`config.mk`:
```
export PLATFORM = sky130hd
export DESIGN_NAME = bsa_bitmap_ram
export DESIGN_NICKNAME = d
export VERILOG_FILES = /design/src/hdl/bsa_pkg.sv /design/src/hdl/bsa_bitmap_ram.sv
export SDC_FILE = /design/constraint.sdc
export NUM_CORES = 2
export LEC_CHECK = 0
export BUFFER_PORTS_ARGS = -buffer_cell sky130_fd_sc_hd__buf_2
export CAP_MARGIN = 15
export CORE_ASPECT_RATIO = 1.5
export CORE_UTILIZATION = 50
export CTS_CLUSTER_SIZE = 28
export DETAILED_ROUTE_END_ITERATION = 6
export MAX_ROUTING_LAYER = met4
export PLACE_DENSITY_LB_ADDON = 0.2
export SETUP_SLACK_MARGIN = 0.15
export SKIP_LAST_GASP = 1
export SYNTH_ARGS = -nofsm -noshare
export SYNTH_HDL_FRONTEND = slang
export SYNTH_SLANG_ARGS = --single-unit
```
`constraint.sdc`:
```
create_clock -name clk -period 7.2 [get_ports clk]
set_input_delay 0.36 -clock clk [delete_from_list [all_inputs] [get_ports clk]]
set_output_delay 0.36 -clock clk [all_outputs]
set_load 0.005 [all_outputs]
```
`src/hdl/bsa_pkg.sv`:
```
package bsa_pkg;

	localparam int WORD_BITS = 64;

	localparam logic [1:0] ST_OK       = 2'd0;
	localparam logic [1:0] ST_FULL     = 2'd1;
	localparam logic [1:0] ST_BAD_FREE = 2'd2;

	localparam logic REQ_ALLOC = 1'b0;
	localparam logic REQ_FREE  = 1'b1;

	localparam logic [8:0] SPB_RESET = 9'd256;

	typedef struct packed {
		logic       done;
		logic [5:0] idx;
	} find_rsp_t;

endpackage

```
`src/hdl/bsa_bitmap_ram.sv`:
```
module bsa_bitmap_ram #(
	parameter int DEPTH = 64,
	parameter int AW    = 6
) (
	input  logic                          clk,
	input  logic                          we,
	input  logic [AW-1:0]                 addr,
	input  logic [bsa_pkg::WORD_BITS-1:0] wdata,
	output logic [bsa_pkg::WORD_BITS-1:0] rdata
);

	logic [bsa_pkg::WORD_BITS-1:0] mem [DEPTH];
	logic [bsa_pkg::WORD_BITS-1:0] rdata_q;

	always_ff @(posedge clk) begin
		if (we) begin
			mem[addr] <= wdata;
		end
		rdata_q <= mem[addr];
	end

	assign rdata = rdata_q;

endmodule

```
Yosys cells after proc, flatten, opt, wreduce, memory -nomap -nowiden
Memory sizes are Yosys's and may differ from the RTL's. A register that Yosys moved wholly into a read port is not among the register bits.
Cells that the tools add are included.

word-level totals
  flip-flop bits (word level) = 0
  memory bits (writable) = 4,096
  bits of input ports = 72
  output and inout bits = 64
  logic and storage cells = 3
  memories kept = 1

memory list
  memory  depth  bits a word  rd ports  clocked after memory_dff  write ports  RTL line              text
  mem     64     64           1         1                         1            bsa_bitmap_ram.sv:12  logic [bsa_pkg::WORD_BITS-1:0] mem [DEPTH];

operators by class
  mux-type cells = 2

operators by type and width
  operator  count
  $mux W1   2

Depth between registers and ports, before layout
  depth after elaboration = 2
  depth in mapped cells = 11
  depth with buffers taken out = 6

Least setup slack after synthesis
OpenSTA, ideal clock, no wires.

  path type = input to register
  start = input addr[2]
  end = memory mem[15][0] in the netlist's numbering, enable pin
  library setup time = 487 ps
  arrival = 4,376 ps
  required time = 6,713 ps
  setup slack = 2,337 ps
  cell stages on the path = 9
  path buffers = 7
  cell sequence = buf_4 -> buf_6 -> buf_4 -> buf_4 -> buf_4 -> buf_4 -> buf_2 -> nand3_1 -> nor2_1

RTL lines
  item             RTL line              text
  start, declared  bsa_bitmap_ram.sv:7   input logic [AW-1:0] addr,
  end, declared    bsa_bitmap_ram.sv:12

Straight into the memory's write port.

==> run summary <==
Peak Freq -> 234 MHz
Crit path max-delay family -> buffers and inverters
Max IR drop VDD -> 195 uV
CTS root buf -> clkbuf_16
most frequent cells in the layout -> edfxtp_1, a22oi_1, a221oi_1
worst hold stages -> 2
sequential share of power -> 54.9%
Comb pwr share -> 5.2%
overflow left after global routing -> 0
CP Launch Type -> input pin
H-tree levels -> 5
cell leakage power -> 53.9 nW
CP Class -> input pin to flop
Ports -> 136
register bit total from synthesis -> 4160
clock group share of total power -> 39.9%
DR pass1 iterations -> 6
Worst Skew -> 47.5 ps
Clock Latency Late Sink -> 950 ps
post-CTS setup buffer count -> 0
TritonCTS Buffers -> 374
CTS tree -> built
Worst Max-Slew Pin Slew -> 1300 ps
vias in the first global route -> 89100
worst relative slew slack -> 13.0%
die area -> 313000 sq um
overall routing resource usage -> 32.4%
worst hold slack -> 65.1 ps
Yosys warning total -> 0
Die H -> 685 microns
most frequent CP cell -> buf_4
# port buffers -> 135
Pint -> 0.0384 W
row cnt -> 250
Post-route DRC -> 0
Cell Pwr Density -> 283 nW/um^2
clock-pin slew on the worst setup and hold paths -> 60 ps
CTS Hold Bufs -> 1
# clock sinks -> 4160
Buf+Inv Stages, Crit Path -> 5
EDFF count, synth -> 4096
fin crit period -> 4280 ps
status -> completed
Max Cap Viol -> 0
Final Hold Viols -> 0
ys async rst share -> 0%
cell count along the critical path -> 11
sw frac -> 21.9%
sequential element share of the synthesized area -> 79.9%
reg2reg path depth -> 5
P_sw -> 0.0108 W
Initial Util -> 50.3%
final net count -> 8837
Vias per Instance -> 6.94
Core ar. -> 309000 sq um
largest net degree at the start of global routing -> 126
first-pass GRT wire length -> 691 mm
placed cells -> 12400
leading cell type in the layout, fill and taps excluded -> edfxtp_1
initial antenna violation count -> 32
RSZ-0062 raised after global routing -> no
drt first-iter violations -> 12800
Worst Path Arrival -> 5050 ps
Routed WL -> 501 mm
Detail Placement HPWL -> 272 mm
slowest stage delay, CP -> 780 ps
layout cells sized above 1 -> 14.4%
Syn-to-layout area delta -> 11.8%
slowest CP cell -> buf_4
Post-Layout Cell Count -> 13100
CP Capture Type -> flop
Worst Path Required -> 7980 ps
setup_tns -> 0 ps
Setup-failing EPs final -> 0
Final Max Slew Viols -> 0
gpl congestion -> 0.862
drt wl/cell -> 38.2 microns
Cells after Synth -> 8619
Worst Hold Class -> input pin to flop
DR vias -> 91000
die width -> 457 microns
Most used DFF post-synth -> edfxtp_1
post-CTS resize count -> 0
Core Util, Final -> 56.2%
critical-path maximum fanout -> 46
synth unique cells -> 57
Routed Antenna Nets -> 0
worst path cell trace -> dlygate4sd3_1, buf_8, buf_4, buf_4, buf_4, mux2i_1, o22ai_1, a221o_1, a221oi_1, o2111a_1, nand4_1
clk buf depth -> 4
syn avg cell area -> 18.0 sq um
Final period util -> 59.4%
Cell Area, Synth -> 155000 sq um
Syn Nets -> 8691
## worst register-to-register path: cells and delay by family, from the launching register on
family	cells	cell delay (ps)
and+or+nand+nor	2	1060
AOI/OAI and AO/OA	3	760
DFF	1	360
## cell type report
cell class                 instances  area [sq um]
inverter                           3          31.3
sequential                      4160        124000
antenna                           31          77.6
timing repair buffer             425          3680
multi-input combinational       3801         28900
clock inverter                   188          1710
fill                           23300        135000
tap                             4032          5040
clock buffer                     482         10000
## routing by layer
metal | up-vias | GRT usage (%) | routed length [microns]
li1 | 36400 | - | -
met3 | 1326 | 5.45 | 48900
met5 | - | - | 0
met1 | 47300 | 38.5 | 173000
met2 | 5956 | 53.0 | 248000
met4 | 0 | 17.2 | 31300
## registers in the layout (all words and copies together), names as in the netlist
register  cells
mem        4096
rdata        64
## synth_stat cells (all sizes together) (8+ instances only)
| cell | n | area [sq um] |
|---|---|---|
| dfxtp | 64 | 1280 |
| mux4 | 63 | 1420 |
| nand2 | 311 | 1170 |
| edfxtp | 4096 | 123000 |
| o21ai | 140 | 701 |
| a222oi | 28 | 280 |
| mux2i | 337 | 3370 |
| buf | 375 | 1870 |
| clkbuf | 280 | 1050 |
| nand4 | 36 | 225 |
| nor3 | 25 | 130 |
| a211oi | 33 | 248 |
| a221oi | 637 | 5590 |
| a22oi | 684 | 5130 |
| o221ai | 13 | 114 |
| a221o | 30 | 300 |
| nor4 | 58 | 363 |
| nand3b | 30 | 225 |
| a21oi | 210 | 1050 |
| o22ai | 506 | 3170 |
| a311oi | 27 | 236 |
| nor2 | 304 | 1150 |
| o2111ai | 27 | 236 |
| mux2 | 204 | 2300 |
| o2111a | 30 | 338 |
| nor2b | 8 | 50.1 |
## cells by family (layout without fill, tap and decap cells)
logic type / after synthesis / after routing / share of synthesized area, %
flops: 4160 / 4160 / 79.9
compound gates: 2389 / 2389 / 11.3
simple gates: 808 / 808 / 2.28
buf+inv: 658 / 1098 / 1.89
mux: 604 / 604 / 4.56
other cells: 0 / 31 / 0
## power groups by stage
stage / combinational [W] / sequential (W) / clock, W
CTS: 0.00252 / 0.0270 / 0.0197
global route: 0.00266 / 0.0270 / 0.0206
global placement: 0.00247 / 0.0275 / 0
floorplan: 0.00124 / 0.0274 / 0
detailed placement: 0.00251 / 0.0275 / 0
finish: 0.00257 / 0.0270 / 0.0196
## worst paths after layout
kind / from / to / slack, ps
max: addr[1] / rdata[42]$_DFF_P_ / 2920
min: wdata[44] / mem[13][44]$_DFFE_PP_ / 70
max reg2reg: mem[54][51]$_DFFE_PP_ / rdata[51]$_DFF_P_ / 4870
min reg2reg: mem[20][25]$_DFFE_PP_ / rdata[25]$_DFF_P_ / 630
## through the flow
| stage | power, W | area [sq um] | setup WS, ps |
|---|---|---|---|
| finish | 0.0492 | 174000 | 2920 |
| global route | 0.0502 | 174000 | 2880 |
| CTS | 0.0492 | 173000 | 3050 |
| detailed placement | 0.0300 | 162000 | 2510 |
| global placement | 0.0300 | 162000 | 2540 |
| floorplan | 0.0286 | 155000 | 2340 |
(Power assumes the default switching activity.)
