[src/hdl/bsa_pkg.sv]
package bsa_pkg;

	localparam int WORD_BITS = 64;

	localparam logic [1:0] ST_OK       = 2'd0;
	localparam logic [1:0] ST_FULL     = 2'd1;
	localparam logic [1:0] ST_BAD_FREE = 2'd2;

	localparam logic REQ_ALLOC = 1'b0;
	localparam logic REQ_FREE  = 1'b1;

	localparam logic [8:0] SPB_RESET = 9'd256;

	typedef struct packed {
		logic       done;
		logic [5:0] idx;
	} find_rsp_t;

endpackage

[src/hdl/bsa_lsb_find.sv]
module bsa_lsb_find (
	input  logic                          clk,
	input  logic                          arst_n,
	input  logic                          start,
	input  logic [bsa_pkg::WORD_BITS-1:0] word,
	output bsa_pkg::find_rsp_t            rsp
);

	logic [bsa_pkg::WORD_BITS-1:0] word_q;
	logic [2:0]                    byte_q;
	logic                          run_q;
	logic [7:0]                    cur_byte;
	logic [2:0]                    enc;
	logic                          hit;

	always_comb begin
		cur_byte = word_q[{byte_q, 3'b000} +: 8];
		enc = 3'd0;
		// lowest set bit wins: scan from the top down
		for (int i = 7; i >= 0; i--) begin
			if (cur_byte[i]) begin
				enc = 3'(i);
			end
		end
		hit = (cur_byte != 8'd0) || (byte_q == 3'd7);
		rsp.done = run_q && hit;
		rsp.idx  = {byte_q, enc};
	end

	always_ff @(posedge clk or negedge arst_n) begin
		if (!arst_n) begin
			run_q  <= 1'b0;
			byte_q <= 3'd0;
		end else if (start) begin
			run_q  <= 1'b1;
			byte_q <= 3'd0;
		end else if (run_q) begin
			if (hit) begin
				run_q <= 1'b0;
			end else begin
				byte_q <= byte_q + 3'd1;
			end
		end
	end

	always_ff @(posedge clk) begin
		if (start) begin
			word_q <= word;
		end
	end

endmodule

[config.mk]
export PLATFORM = sky130hd
export DESIGN_NAME = bsa_lsb_find
export DESIGN_NICKNAME = d
export VERILOG_FILES = /design/src/hdl/bsa_pkg.sv /design/src/hdl/bsa_lsb_find.sv
export SDC_FILE = /design/constraint.sdc
export NUM_CORES = 1
export LEC_CHECK = 0
export ABC_AREA = 0
export BUFFER_PORTS_ARGS = -buffer_cell sky130_fd_sc_hd__buf_4
export CAP_MARGIN = 20
export CORE_ASPECT_RATIO = 1.5
export CORE_UTILIZATION = 45
export CTS_BUF_LIST = sky130_fd_sc_hd__clkbuf_16
export DETAILED_ROUTE_END_ITERATION = 10
export PLACE_DENSITY = 0.7
export SYNTH_ARGS = -nofsm -noshare
export SYNTH_HDL_FRONTEND = slang
export SYNTH_SLANG_ARGS = --single-unit
[constraint.sdc]
create_clock -name clk -period 4.2 [get_ports clk]
set_input_delay 0.21 -clock clk [delete_from_list [all_inputs] [get_ports clk]]
set_output_delay 0.21 -clock clk [all_outputs]
set_load 0.1 [all_outputs]
## Word-level counts from Yosys, hierarchy flattened

Index checks and enable logic that the tools add are counted.

- Add/subtract/negate cells: 1
- Equal/unequal tests: 2
- Shifts and indexed selects: 1
- Multiplexer cells: 14
- Reductions and logical operators: 5

Operators by type and width:

| cell | number |
|---|---|
| 64-bit by 7-bit variable part select with 8-bit output | 1 |
| 3-bit two-way mux | 11 |
| 8-bit nonzero test | 1 |
| 3-bit by 1-bit adder with 3-bit output, second input constant | 1 |
| 3-bit == test, second input constant | 1 |
| 1-bit two-way mux | 3 |
| 2-bit inequality test, second input constant | 1 |
| 2-bit AND reduction | 1 |
| 2-bit nonzero test | 1 |
| 1-bit logical AND | 1 |
| 1-bit logical OR | 1 |

- Register bits: 68
- Bits of input ports: 67
- Output and inout port bits: 7

## Longest topological paths before layout

- Depth after elaboration: 9
- Gate-level depth with buffers: 7

## Worst setup path before layout

OpenSTA, ideal clock, no wires.

- Path kind: reg-to-output
- Start: register byte_q[0]
- End: output port rsp[1] (netlist bit)
- Data arrival time: 3,710 ps
- Required time: 3,990 ps
- Path slack: 280 ps
- Stages on the path, launching flop included: 7
- Buffers on the path: 2
- Cell sequence: dfrtp_1 -> buf_6 -> buf_12 -> mux4_2 -> mux2i_4 -> nand3_1 -> a31oi_1

RTL lines:

| element | RTL line | RTL |
|---|---|---|
| from (decl) | bsa_lsb_find.sv:10 | `logic [2:0] byte_q;` |
| from (signal assigned) | bsa_lsb_find.sv:41 | `byte_q <= byte_q + 3'd1;` |
| to (decl) | bsa_lsb_find.sv:6 | `output bsa_pkg::find_rsp_t rsp` |

==> qor.csv <==
metric,value,unit
CP Data Arrival Time,3.00,ns
die footprint,0.00665,mm^2
placement row count,35,
Critical Path Source Type,flip-flop,
dominant cell type by area after synthesis,edfxtp_1,
routability congestion estimate,0.719,
worst hold-check path type,input port to flip-flop,
Critical path origin,byte_q[0]$_DFFE_PN0P_,
RSZ-0062 raised after global routing,false,
Critical Path RT,3.99,ns
Mapped Area,0.00284,mm^2
fraction of layout cells with a size suffix above 1,49.1,%
DR vias,1511,
reg2reg start,byte_q[0]$_DFFE_PN0P_,
Fillers,464,
ys async rst share,5.88,%
Final Cycle Share,76.5,%
synthesis-to-layout area growth,31.2,%
Seq pwr share,49.2,%
crit-path leading delay family,flip-flops,
yosys warns,0,
WP depth,5,
#FFs+latches synth,68,
Synth top area share,67.6,%
FF-to-FF End,byte_q[0]$_DFFE_PN0P_,
Clock Skew,0.00601,ns
"count leader, synth",edfxtp_1,
outcome,"finished, final reports clean",
met2 Use GR,28.5,%
clock network fraction of total power,42.5,%
CP max stage cell,dfrtp_1,
DR iter-0 viols,72,
clk buf depth,2,
R2R Setup Slk,1.29,ns
worst path cell trace,mux4_1 -> mux2i_2 -> nand4_2 -> o31a_1 -> buf_4,
Switch Pwr,0.000334,W
r2r worst-path depth,5,
global-route wire length before repair,7.63,mm
Post-CTS Hold Buffers,1,
Die Height,99.4,um
met3 Use GR,5.28,%
Total GRT Usage,16.7,%
Ant. Diodes,0,
register area share after synthesis,71.1,%
crit path max fanout,20,
Die Wd,66.9,um
Detail Route Antenna Nets,0,
Synth cell types,31,
Post-CTS Setup Repair Bufs,0,
endpoints failing hold,0,
cts repair resizes,0,
number of global-route vias before repair,1647,
initial core utilization,46.4,%
max_slew headroom,35.7,%
Avg Vias per Cell,5.28,
Power per Cell Area,443,mW/mm^2
Total Routed Length,4.82,mm
worst setup path class,flip-flop to output port,
clk slew on worst S/H paths,0.05,ns
H-tree levels,3,
GRT overflow,0,
Mapped Cells,127,
combinational cell fraction of total power,8.3,%
syn_nets,196,
"top cells by count, synth","edfxtp_1 (64), mux4_1 (8), mux4_2 (8), mux2i_4 (6), dfrtp_1 (4)",
number of synthesized flops with an enable pin,64,
Nets,276,
CTS Buf Count,9,
buffer and inverter count on the worst path,1,
crit end category,output port,
residual DRC count,0,
endpoints failing setup,0,
CTS tree,yes,
final setup TNS,0,ns
initial antenna violation count,0,
met1 Use GR,17.7,%
worst-margin pin slew,0.964,ns
router iterations before antenna repair,4,
FMAX,311,MHz
VDD IR-drop max,0.000286,V
hpwl dp,3.36,mm
"Avg Cell Area, Syn",22.4,um^2
final core occ,60.9,%
"slowest stage delay, CP",0.97,ns
CTS Sinks,68,
switch share,20.2,%
max cap viols,0,
pin count of the biggest net entering global routing,69,
Port-buffer cells,73,
latest clock arrival within the worst-skew pair,0.32,ns
Final min period,3.21,ns
Core ar.,0.00613,mm^2
routed length per instance,16.8,um
end of the critical path,rsp[6],
Synth area leaders,"edfxtp_1 (68%), mux4_1 (7.4%), mux4_2 (6.3%)",
Root Driver,clkbuf_16,
IO Pins,74,
Pint,0.00132,W
busiest layer in global routing,met2,
Pleak,1.40,nW
predominant post-synthesis flop cell,edfxtp_1,
Final Max Tran Viols,0,
==> power groups by stage <==
stage | clock network, W | registers, W | logic [W]
4_1_cts | 0.000716 | 0.000814 | 0.000139
6_report | 0.000703 | 0.000813 | 0.000137
3_3_place_gp | 0 | 0.000825 | 0.000135
2_1_floorplan | 0 | 0.000819 | 0.0000680
5_1_grt | 0.000753 | 0.000818 | 0.000146
3_5_place_dp | 0 | 0.000828 | 0.000138
==> area by class of cell <==
cell class | count | area [um^2] | share of cell area [%]
flip-flops and latches | 68 | 2020 | 54.2
clock inverters | 7 | 58.8 | 1.58
multi-input cells | 54 | 774 | 20.8
well taps | 74 | 92.6 | 2.48
repair buffers | 74 | 558 | 15.0
clock buffers | 9 | 225 | 6.04
==> layout by cell type (no fill, tap or decap), types with 3 or more instances in the layout <==
master and count:
a21oi_1 3, buf_4 73, clkbuf_16 9, dfrtp_1 4
edfxtp_1 64, mux2i_4 6, mux4_1 8, mux4_2 8
nand2_1 3, o31ai_1 3
==> worst min path at each step <==
stage / start / end / depth (start not counted)
final: word[18] / word_q[18]$_DFFE_PP_ / 1
after global routing: word[46] / word_q[46]$_DFFE_PP_ / 1
after CTS: word[54] / word_q[54]$_DFFE_PP_ / 1
after detailed placement: arst_n / run_q$_DFF_PN0_ / 1
after global placement: arst_n / byte_q[2]$_DFFE_PN0P_ / 1
after floorplan: arst_n / byte_q[0]$_DFFE_PN0P_ / 0
==> logic make-up (layout without fill, tap and decap cells) <==
kind of cell,after synthesis,count (layout),synth area share [%]
AOI/OAI and AO/OA,12,12,2.77
adders and majority gates,2,2,0.880
buffers and inverters,5,90,1.67
DFF,68,68,71.1
muxes,25,25,19.7
and+or+nand+nor,15,15,3.87
==> stage by stage <==
stage | instances | setup WS (ns) | cell area [um^2] | total power, W | hold WS, ns
2_1_floorplan | 127 | 0.280 | 2840 | 0.000887 | -0.0856
3_3_place_gp | 269 | 1.28 | 3440 | 0.000959 | 0.00592
3_5_place_dp | 269 | 1.21 | 3440 | 0.000966 | 0.0126
4_1_cts | 286 | 0.886 | 3730 | 0.00167 | 0.0524
5_1_grt | 286 | 0.742 | 3730 | 0.00172 | 0.0451
6_report | 286 | 0.987 | 3730 | 0.00165 | 0.0626
==> sequential cells by signal, summed over array words and instances (netlist names) <==
name    cells
byte_q      3
word_q     64
run_q       1
==> worst reg2reg max path: cells and delay by family (launching register included) <==
family | cells | cell delay, ns
DFF | 1 | 0.97
AOI/OAI and AO/OA | 1 | 0.16
and+or+nand+nor | 2 | 0.73
muxes | 2 | 0.97
==> metal layers <==
layer  vias to the layer above  wire (um)
met5                         -          0
met4                         0         86
met3                         7        194
met2                        42       2810
met1                       754       1730
li1                        708          -
(Power assumes the default switching activity.)
